[config.mk]
export PLATFORM = sky130hd
export DESIGN_NAME = lidar_ray_ground_classifier_unit
export DESIGN_NICKNAME = d
export VERILOG_FILES = /design/src/design/lrgc_pkg.sv /design/src/design/lrgc_regs.sv /design/src/design/lrgc_slope.sv /design/src/design/lidar_ray_ground_classifier_unit.sv
export VERILOG_INCLUDE_DIRS = /design/src /design/src/design
export SDC_FILE = /design/constraint.sdc
export NUM_CORES = 2
export LEC_CHECK = 0
export ABC_CLOCK_PERIOD_IN_PS = 16030
export BUFFER_PORTS_ARGS = -buffer_cell sky130_fd_sc_hd__buf_2
export CORE_UTILIZATION = 55
export CTS_BUF_LIST = sky130_fd_sc_hd__clkbuf_16
export DETAILED_ROUTE_END_ITERATION = 10
export HOLD_SLACK_MARGIN = 0.08
export PLACE_DENSITY = 0.73
export SLEW_MARGIN = 20
export SYNTH_ARGS = -nofsm -noshare
export SYNTH_HDL_FRONTEND = slang
export SYNTH_SLANG_ARGS = --single-unit
[constraint.sdc]
create_clock -name clk -period 16.03 [get_ports clk]
set_input_delay 0.8015 -clock clk [delete_from_list [all_inputs] [get_ports clk]]
set_output_delay 0.8015 -clock clk [all_outputs]
set_load 0.005 [all_outputs]
[src/design/lidar_ray_ground_classifier_unit_defines.svh]
// Assertion macros used by the top-level design file.
// LRGC_ASSERT expects signals named clk and rst_n, LRGC_ASSERT_ALWAYS only clk, in the scope where it is used.
`ifndef LIDAR_RAY_GROUND_CLASSIFIER_UNIT_DEFINES_SVH
`define LIDAR_RAY_GROUND_CLASSIFIER_UNIT_DEFINES_SVH

`ifndef SYNTH

`define LRGC_ASSERT(lbl, prop, msg) \
  lbl: assert property (@(posedge clk) disable iff (!rst_n) prop) else $error(msg);

`define LRGC_ASSERT_ALWAYS(lbl, prop, msg) \
  lbl: assert property (@(posedge clk) prop) else $error(msg);

`else

`define LRGC_ASSERT(lbl, prop, msg)

`define LRGC_ASSERT_ALWAYS(lbl, prop, msg)

`endif

`endif

[src/design/lrgc_pkg.sv]
package lrgc_pkg;

  localparam int unsigned ADDR_W   = 5;
  localparam int unsigned DATA_W   = 32;
  localparam int unsigned Q_BITS   = 14;
  localparam int unsigned IDX_W    = 17;

  localparam logic [2:0] REG_LOCAL_SLOPE   = 3'd0;
  localparam logic [2:0] REG_GENERAL_SLOPE = 3'd1;
  localparam logic [2:0] REG_MOUNT_HEIGHT  = 3'd2;
  localparam logic [2:0] REG_MIN_HEIGHT    = 3'd3;
  localparam logic [2:0] REG_CONCENTRIC    = 3'd4;
  localparam logic [2:0] REG_RECLASS       = 3'd5;

  localparam logic [15:0] RST_LOCAL_SLOPE   = 16'd2303;
  localparam logic [15:0] RST_GENERAL_SLOPE = 16'd1433;
  localparam logic [15:0] RST_MOUNT_HEIGHT  = 16'd880;
  localparam logic [15:0] RST_MIN_HEIGHT    = 16'd26;
  localparam logic [15:0] RST_CONCENTRIC    = 16'd5;
  localparam logic [15:0] RST_RECLASS       = 16'd102;

  typedef struct packed {
    logic [15:0]        radius;
    logic signed [15:0] height;
    logic               ray_start;
    logic [IDX_W-1:0]   point_index;
  } in_t;

  typedef struct packed {
    logic [IDX_W-1:0] result_index;
    logic             is_ground;
  } out_t;

  typedef struct packed {
    logic [15:0] local_slope_tan;
    logic [15:0] general_slope_tan;
    logic [15:0] mount_height;
    logic [15:0] min_height_threshold;
    logic [15:0] concentric_distance;
    logic [15:0] reclass_distance;
  } cfg_t;

  typedef struct packed {
    logic [15:0]        radius;
    logic signed [16:0] height;
    logic               was_ground;
  } ray_state_t;

endpackage

[src/design/lrgc_regs.sv]
module lrgc_regs (
  input  logic                         clk,
  input  logic                         rst_n,
  input  logic                         psel,
  input  logic                         penable,
  input  logic                         pwrite,
  input  logic [lrgc_pkg::ADDR_W-1:0]  paddr,
  input  logic [lrgc_pkg::DATA_W-1:0]  pwdata,
  output logic [lrgc_pkg::DATA_W-1:0]  prdata,
  output lrgc_pkg::cfg_t               cfg
);

  lrgc_pkg::cfg_t cfg_r;
  logic [2:0]     reg_idx;
  logic           wr_en;

  assign reg_idx = paddr[4:2];
  assign wr_en   = psel && penable && pwrite;
  assign cfg     = cfg_r;

  always_ff @(posedge clk) begin
    if (!rst_n) begin
      cfg_r.local_slope_tan      <= lrgc_pkg::RST_LOCAL_SLOPE;
      cfg_r.general_slope_tan    <= lrgc_pkg::RST_GENERAL_SLOPE;
      cfg_r.mount_height         <= lrgc_pkg::RST_MOUNT_HEIGHT;
      cfg_r.min_height_threshold <= lrgc_pkg::RST_MIN_HEIGHT;
      cfg_r.concentric_distance  <= lrgc_pkg::RST_CONCENTRIC;
      cfg_r.reclass_distance     <= lrgc_pkg::RST_RECLASS;
    end else if (wr_en) begin
      unique case (reg_idx)
        lrgc_pkg::REG_LOCAL_SLOPE:   cfg_r.local_slope_tan      <= pwdata[15:0];
        lrgc_pkg::REG_GENERAL_SLOPE: cfg_r.general_slope_tan    <= pwdata[15:0];
        lrgc_pkg::REG_MOUNT_HEIGHT:  cfg_r.mount_height         <= pwdata[15:0];
        lrgc_pkg::REG_MIN_HEIGHT:    cfg_r.min_height_threshold <= pwdata[15:0];
        lrgc_pkg::REG_CONCENTRIC:    cfg_r.concentric_distance  <= pwdata[15:0];
        lrgc_pkg::REG_RECLASS:       cfg_r.reclass_distance     <= pwdata[15:0];
        default: ;
      endcase
    end
  end

  always_comb begin
    unique case (reg_idx)
      lrgc_pkg::REG_LOCAL_SLOPE:   prdata = {16'd0, cfg_r.local_slope_tan};
      lrgc_pkg::REG_GENERAL_SLOPE: prdata = {16'd0, cfg_r.general_slope_tan};
      lrgc_pkg::REG_MOUNT_HEIGHT:  prdata = {16'd0, cfg_r.mount_height};
      lrgc_pkg::REG_MIN_HEIGHT:    prdata = {16'd0, cfg_r.min_height_threshold};
      lrgc_pkg::REG_CONCENTRIC:    prdata = {16'd0, cfg_r.concentric_distance};
      lrgc_pkg::REG_RECLASS:       prdata = {16'd0, cfg_r.reclass_distance};
      default:                     prdata = '0;
    endcase
  end

endmodule

[src/design/lrgc_slope.sv]
module lrgc_slope (
  input  lrgc_pkg::cfg_t       cfg,
  input  lrgc_pkg::in_t        pt,
  input  lrgc_pkg::ray_state_t last,
  output lrgc_pkg::ray_state_t state_nxt,
  output logic                 is_ground
);

  logic [15:0]        eff_radius;
  logic signed [16:0] eff_height;
  logic               eff_ground;
  logic signed [16:0] ground_ref;
  logic [15:0]        step;
  logic [31:0]        local_prod;
  logic [31:0]        general_band;
  logic [31:0]        height_floor;
  logic [31:0]        local_band;
  logic [17:0]        diff_local;
  logic [17:0]        diff_ref;
  logic [16:0]        abs_local;
  logic [16:0]        abs_ref;
  logic [31:0]        scaled_local;
  logic [31:0]        scaled_ref;
  logic               local_ok;
  logic               ref_local_ok;
  logic               ref_general_ok;

  // A ray start restarts the ray at the origin, on the ground plane below the sensor.
  assign ground_ref = 17'sd0 - $signed({1'b0, cfg.mount_height});
  assign eff_radius = pt.ray_start ? 16'd0 : last.radius;
  assign eff_height = pt.ray_start ? ground_ref : last.height;
  assign eff_ground = pt.ray_start ? 1'b0 : last.was_ground;

  assign step         = (pt.radius > eff_radius) ? (pt.radius - eff_radius) : 16'd0;
  assign local_prod   = 32'(cfg.local_slope_tan) * 32'(step);
  assign general_band = 32'(cfg.general_slope_tan) * 32'(pt.radius);
  assign height_floor = {2'b00, cfg.min_height_threshold, 14'd0};
  assign local_band   = ((step > cfg.concentric_distance) && (local_prod < height_floor))
                        ? height_floor : local_prod;

  assign diff_local = {{2{pt.height[15]}}, pt.height} - {eff_height[16], eff_height};
  assign diff_ref   = {{2{pt.height[15]}}, pt.height} + {2'b00, cfg.mount_height};
  assign abs_local  = diff_local[17] ? 17'(18'd0 - diff_local) : diff_local[16:0];
  assign abs_ref    = diff_ref[17] ? 17'(18'd0 - diff_ref) : diff_ref[16:0];

  assign scaled_local = {1'b0, abs_local, 14'd0};
  assign scaled_ref   = {1'b0, abs_ref, 14'd0};

  assign local_ok       = scaled_local <= local_band;
  assign ref_local_ok   = scaled_ref <= local_band;
  assign ref_general_ok = scaled_ref <= general_band;

  always_comb begin
    if (local_ok) begin
      is_ground = eff_ground || ref_general_ok;
    end else begin
      is_ground = (step > cfg.reclass_distance) && ref_local_ok;
    end
  end

  assign state_nxt.radius     = pt.radius;
  assign state_nxt.height     = {pt.height[15], pt.height};
  assign state_nxt.was_ground = is_ground;

endmodule

[src/design/lidar_ray_ground_classifier_unit.sv]
// Ground classifier for LiDAR points streamed one ray at a time, sorted by radius.
// It accepts one point transaction per clock cycle while the output side is not stalled.
// An accepted point waits in the input register until the result register can take it;
// between the two lies the combinational classification path: radial step, the two
// 16 by 16 slope multiplies and the band compares, whose ground flag is fed back to the
// next point of the ray.
`include "lidar_ray_ground_classifier_unit_defines.svh"

module lidar_ray_ground_classifier_unit (
  input  logic                         clk,
  input  logic                         rst_n,
  input  logic                         in_valid,
  output logic                         in_ready,
  input  lrgc_pkg::in_t                in_data,
  output logic                         out_valid,
  input  logic                         out_ready,
  output lrgc_pkg::out_t               out_data,
  input  logic                         psel,
  input  logic                         penable,
  input  logic                         pwrite,
  input  logic [lrgc_pkg::ADDR_W-1:0]  paddr,
  input  logic [lrgc_pkg::DATA_W-1:0]  pwdata,
  output logic [lrgc_pkg::DATA_W-1:0]  prdata,
  output logic                         pready
);

  lrgc_pkg::cfg_t       cfg;
  lrgc_pkg::in_t        s1_r;
  logic                 s1_valid_r;
  lrgc_pkg::out_t       out_r;
  logic                 out_valid_r;
  lrgc_pkg::ray_state_t state_r;
  lrgc_pkg::ray_state_t state_nxt;
  logic                 ground;
  logic                 advance;

  assign pready = 1'b1;

  lrgc_regs u_regs (
    .clk     (clk),
    .rst_n   (rst_n),
    .psel    (psel),
    .penable (penable),
    .pwrite  (pwrite),
    .paddr   (paddr),
    .pwdata  (pwdata),
    .prdata  (prdata),
    .cfg     (cfg)
  );

  lrgc_slope u_slope (
    .cfg       (cfg),
    .pt        (s1_r),
    .last      (state_r),
    .state_nxt (state_nxt),
    .is_ground (ground)
  );

  assign advance   = s1_valid_r && (!out_valid_r || out_ready);
  assign in_ready  = !s1_valid_r || advance;
  assign out_valid = out_valid_r;
  assign out_data  = out_r;

  always_ff @(posedge clk) begin
    if (!rst_n) begin
      s1_valid_r  <= 1'b0;
      out_valid_r <= 1'b0;
      state_r     <= '0;
    end else begin
      if (in_ready) begin
        s1_valid_r <= in_valid;
      end
      if (advance) begin
        out_valid_r <= 1'b1;
        state_r     <= state_nxt;
      end else if (out_ready) begin
        out_valid_r <= 1'b0;
      end
    end
  end

  always_ff @(posedge clk) begin
    if (in_valid && in_ready) begin
      s1_r <= in_data;
    end
    if (advance) begin
      out_r.result_index <= s1_r.point_index;
      out_r.is_ground    <= ground;
    end
  end

  `LRGC_ASSERT(a_s1_holds, (s1_valid_r && !advance) |=> s1_valid_r, "Stalled point was dropped")
  `LRGC_ASSERT(a_out_from_advance, $rose(out_valid_r) |-> $past(advance), "Result without point")
  `LRGC_ASSERT(a_state_update, advance |=> (state_r.radius == $past(s1_r.radius)), "State not updated")
  `LRGC_ASSERT(a_index_pass, advance |=> (out_r.result_index == $past(s1_r.point_index)), "Index lost")
  `LRGC_ASSERT_ALWAYS(a_empty_ready, (rst_n && !out_valid_r) |-> in_ready, "Idle block not ready")

endmodule
## Word level (Yosys, flattened, before mapping)

Cells that the tools add are included.

| cells by class | value |
|---|---|
| add/subtract/negate cells | 6 |
| reduce and logical (&&, ||, !) cells | 19 |
| muxes and demuxes | 11 |
| equality and inequality tests | 5 |
| $lt $le $gt $ge | 7 |
| multiply operators | 2 |

Operators by type and width:

| cell | count |
|---|---|
| $le A31 B32 Y1 | 3 |
| $pmux W16 S6 | 1 |
| $mul A16 B16 Y32 | 2 |
| $mux W17 | 3 |
| $gt A16 B16 Y1 | 3 |
| $sub A1 B17 Y17 const A | 2 |
| $lt A32 B30 Y1 | 1 |
| $mux W16 | 2 |
| $mux W32 | 1 |
| $add A16 B17 Y18 | 1 |
| $sub A16 B17 Y18 | 1 |
| $sub A1 B16 Y17 const A | 1 |
| $sub A16 B16 Y16 | 1 |
| $reduce_and A2 Y1 | 6 |
| $eq A3 B2 Y1 const B | 2 |
| $eq A3 B3 Y1 const B | 2 |
| $logic_and A1 B1 Y1 | 6 |
| $mux W1 | 4 |
| $eq A3 B1 Y1 const B | 1 |
| $logic_not A3 Y1 | 1 |
| $logic_or A1 B1 Y1 | 3 |
| $logic_not A1 Y1 | 2 |
| $reduce_bool A2 Y1 | 1 |

| word-level totals | value |
|---|---|
| bits in registers | 199 |
| bits of input ports | 94 |
| word-level logic and storage cells | 67 |
| output and inout bits | 53 |

## Logic depth before layout (Yosys ltp)

| logic depth | value |
|---|---|
| depth after elaboration | 10 |
| gate-level depth with buffers | 62 |
| depth with buffers taken out | 56 |

## By module

Synthesis repeated with hierarchy kept, for this count alone.

| unflattened totals | value |
|---|---|
| cell total of the unflattened synthesis | 3548 |
| area total of the unflattened synthesis | 31432.6 sq um |

By module, submodules not included:

| module | cells an instance | instances | area each (sq um) |
|---|---|---|---|
| lrgc_slope | 2852 | 1 | 23452.5 |
| lrgc_regs | 469 | 1 | 4483.0 |
| lidar_ray_ground_classifier_unit | 227 | 1 | 3497.1 |

## Least setup slack after synthesis

OpenSTA, ideal clock, no wires.

| timing path | value |
|---|---|
| kind | register -> register |
| from | register s1_r[17] (netlist name) |
| to | register out_r, in the netlist out_data[0], data pin |
| buffers on the path | 8 |
| path slack | 3.747 ns |
| library setup time | 0.146 ns |
| arrival | 12.137 ns |
| required time | 15.884 ns |
| cell stages (with the launch flop) | 55 |
| cell sequence | edfxtp_1 clkbuf_1 buf_1 nand2b_1 ha_1 clkbuf_1 nand4_1 or3_1 o31ai_1 clkbuf_1 nor2_1 clkbuf_1 and2_1 fa_1 inv_1 fa_1 inv_1 fa_1 (+19 left out) a311oi_1 nand4_1 a21oi_1 buf_2 buf_1 mux2i_1 ha_1 a21oi_1 nor2b_1 o21ai_0 nand2b_1 a21oi_1 nor2_1 a211oi_1 o211ai_1 a221oi_1 a21oi_1 a21oi_1 |

| between the ends | value |
|---|---|
| longest elaborated chain between the ends | 10 |
| elaborated cells between the ends (all ways) | 20 |
| those cells by class | add/sub: 3; mul: 1; order compare: 6; mux: 7; reduce/logical: 3 |

Ends and longest elaborated chain:

| what | RTL line | text |
|---|---|---|
| start, declared | lidar_ray_ground_classifier_unit.sv:28 | `lrgc_pkg::in_t s1_r;` |
| start signal, assigned | lidar_ray_ground_classifier_unit.sv:84 | `s1_r <= in_data;` |
| $mux W16 | lrgc_slope.sv:30 | `assign eff_radius = pt.ray_start ? 16'd0 : last.radius;` |
| $sub A16 B16 Y16 or $gt A16 B16 Y1 (tied branches) | lrgc_slope.sv:34 | `assign step = (pt.radius > eff_radius) ? (pt.radius - eff_radius) : 16'd0;` |
| $mux W16 | lrgc_slope.sv:34 |  |
| $mul A16 B16 Y32 | lrgc_slope.sv:35 | `assign local_prod = 32'(cfg.local_slope_tan) * 32'(step);` |
| $lt A32 B30 Y1 | lrgc_slope.sv:38 | `assign local_band = ((step > cfg.concentric_distance) && (local_prod < height_floor))` |
| $logic_and A1 B1 Y1 | lrgc_slope.sv:38 |  |
| $mux W32 | lrgc_slope.sv:39 | `? height_floor : local_prod;` |
| $le A31 B32 Y1 | lrgc_slope.sv:50 | `assign ref_local_ok = scaled_ref <= local_band;` |
| $logic_and A1 B1 Y1 | lrgc_slope.sv:57 | `is_ground = (step > cfg.reclass_distance) && ref_local_ok;` |
| $mux W1 * | lrgc_slope.sv:54 | `if (local_ok) begin` |
| named net ground | lidar_ray_ground_classifier_unit.sv:34 | `logic ground;` |
| end, declared | lidar_ray_ground_classifier_unit.sv:30 | `lrgc_pkg::out_t out_r;` |

The timed path passes the listed nets; every way through them passes the cells marked *.
A chain may end at the register's enable or synchronous reset.

## Worst setup path after layout

Ends and elaborated chain as after synthesis.

==> flow_metrics.tcl <==
set metrics [dict create \
    outcome "finished, final reports clean" \
    synthTopCellsByArea "fa_1 26%, ha_1 15%, dfxtp_1 8.6%" \
    grt_pass1_vias 24700 \
    setup_ws_ns 1.86 \
    arrival_ns 14.47 \
    post-dp-hpwl_mm 61.8 \
    die_area_um2 56300 \
    final_common_cell "nand2_1" \
    vias 24800 \
    numCtsBuffers 17 \
    drtIter0Drc 2048 \
    grt_usage 0.299 \
    ys_ff_latch 199 \
    postCtsSetupBuffers 0 \
    post-route-period-util 0.884 \
    cts_resized 0 \
    rsz0062_at_grt "no" \
    pre_cts_ws_ns 2.09 \
    cts_max_path_buffers 2 \
    synth_fa_ha_area_frac 0.404 \
    critPathMaxStageDelay_ns 0.70 \
    period_minus_slack_ns 14.17 \
    wl_per_cell_um 18.9 \
    grt-ovfl-total 0 \
    cts_hold_buf 0 \
    synth_xor_area_frac 0.0350 \
    crit_fanout 21 \
    synth_cells 3548 \
    h-tree-depth 4 \
    critPathMostFrequentCell "a21oi_1" \
    r2r.worst_path.cells 53 \
    hold_path_class "reg -> reg" \
    drt_pass1_iterations 8 \
    busiest_layer "met2" \
    ys.flop_type "dfxtp_1" \
    initial_core_util 0.561 \
    synth_mux_area_frac 0.0127 \
    cp-start-kind "register" \
    synth-seq-area-share 0.153 \
    clk_latency_ns 0.48 \
    syn_to_final_growth_pct 6.04 \
    cts.sinks 199 \
    portBuffers 111 \
    worst-setup-path-type "reg -> reg" \
    slowest_stage "edfxtp_1" \
    grt_max_degree 109 \
    cts_tree "yes" \
    syn_avg_cell_area_um2 8.58 \
    yosys_warnings 0 \
    gp_congestion 0.937 \
    grt_pass1_wl_mm 132 \
    drive_gt1_frac 0.0628 \
    die_h_um 237 \
    grt_use_met2 0.460 \
    slew_violations 0 \
    synth_top_family_by_area "adder cells" \
    whs_path_depth 0 \
    clk_pin_slew_ns 0.09 \
    worst_pin_slew_ns 1.13 \
    vias_per_cell 5.80 \
    synth_top_cell_by_area "fa_1" \
    fp.dieW_um 237 \
    ioPinCount 147 \
    timing.slew.headroom 0.239 \
    holdWs_ns 0.416 \
    crit_path_end_kind "register" \
    final.setup.tns_ns 0 \
    use_met1 0.425 \
    netlist.area_leader.share 0.257 \
    synth_cell_types 78 \
    timing.fmax_mhz 70.6 \
    clockRootBuffer "clkbuf_16" \
    setup_viol 0 \
    mostFrequentLayoutCells "617 x nand2_1, 527 x inv_1, 391 x fa_1" \
    wl_mm 80.8 \
    coreArea_um2 54200 \
    synth_area_um2 30400 \
    cp_data_required_time_ns 16.33 \
    num_rows 85 \
    ant_nets 0 \
    worst_clock_skew_ns 0.0303 \
    met3_usage 0.0648 \
    drv_cap 0 \
    synth-edff-count 68 \
    route.detailed.drc 0 \
    fin_nets 4412 \
    hold_violations 0 \
    yosys.area_share.simple 0.187 \
    synth-compound-area-share 0.119 \
    antenna_found_initial 2 \
    async_reset_ff_frac 0 \
]
-- layer usage --
metal,wire (µm),up-vias
li1,-,11500
met1,35500,12100
met2,35200,1025
met3,7900,151
met4,2150,2
met5,20,-
-- cells in the mapped netlist (all sizes together) (68+ instances only) --
cell type	n
and2	229
fa	391
xnor2	80
a21oi	114
ha	357
a21boi	105
o21ai	75
nor2	95
dfxtp	131
clkbuf	146
inv	527
nand2	617
edfxtp	68
-- worst max-delay path: cells and delay by family, from the launching register on --
family	cells	cell delay, ns
DFF	1	0.70
muxes	1	0.48
adders and majority gates	10	4.18
xor gates and xnor gates	2	0.48
buffers and inverters	4	0.69
AOI/OAI and AO/OA	25	5.41
and+or+nand+nor	11	2.01
-- final cells by class --
cell class                      count  area (µm²)
Fill cell                        4833       22000
Tap cell                          696         871
Sequential cell                   199        4660
Clock inverter                     15         191
Multi-Input combinational cell   2663       23200
Timing Repair Buffer              161         933
Antenna cell                        2        5.00
Clock buffer                       17         425
Inverter                          528        1980
-- sequential cells by signal, indices dropped and copies added (netlist names) --
| name | cells |
|---|---|
| u_regs.cfg | 96 |
| s1_r | 50 |
| state_r | 33 |
| out_data | 18 |
| out_valid | 1 |
| s1_valid_r | 1 |
-- kinds of logic after synthesis --
| logic type | after synthesis |
|---|---|
| flip-flops | 199 |
| AND/OR/NAND/NOR | 1203 |
| AO/OA/AOI/OAI | 537 |
| other | 2 |
| multiplexers | 38 |
| adder cells (fa/ha/maj) | 748 |
| buffers and inverters | 701 |
| XOR/XNOR | 120 |
-- through the flow --
stage	util	area, µm²	cells
finish	0.595	32300	4281
global route	0.595	32300	4279
CTS	0.595	32200	4279
detailed placement	0.583	31600	4247
global placement	0.583	31600	4247
floorplan	-	30500	3563
-- final timing paths --
check	slack, ns	end	startpoint
worst min-delay path	0.42	out_data[9]$_DFFE_PP_	s1_r[8]$_DFFE_PP_
worst max register to register	1.86	out_data[0]$_DFFE_PP_	s1_r[17]$_DFFE_PP_
worst min register to register	0.42	out_data[9]$_DFFE_PP_	s1_r[8]$_DFFE_PP_
worst max-delay path	1.86	out_data[0]$_DFFE_PP_	s1_r[17]$_DFFE_PP_
Power is left out: the tool's default activity adds up to more than one toggle a clock period on the data nets, which glitch-free logic cannot reach.
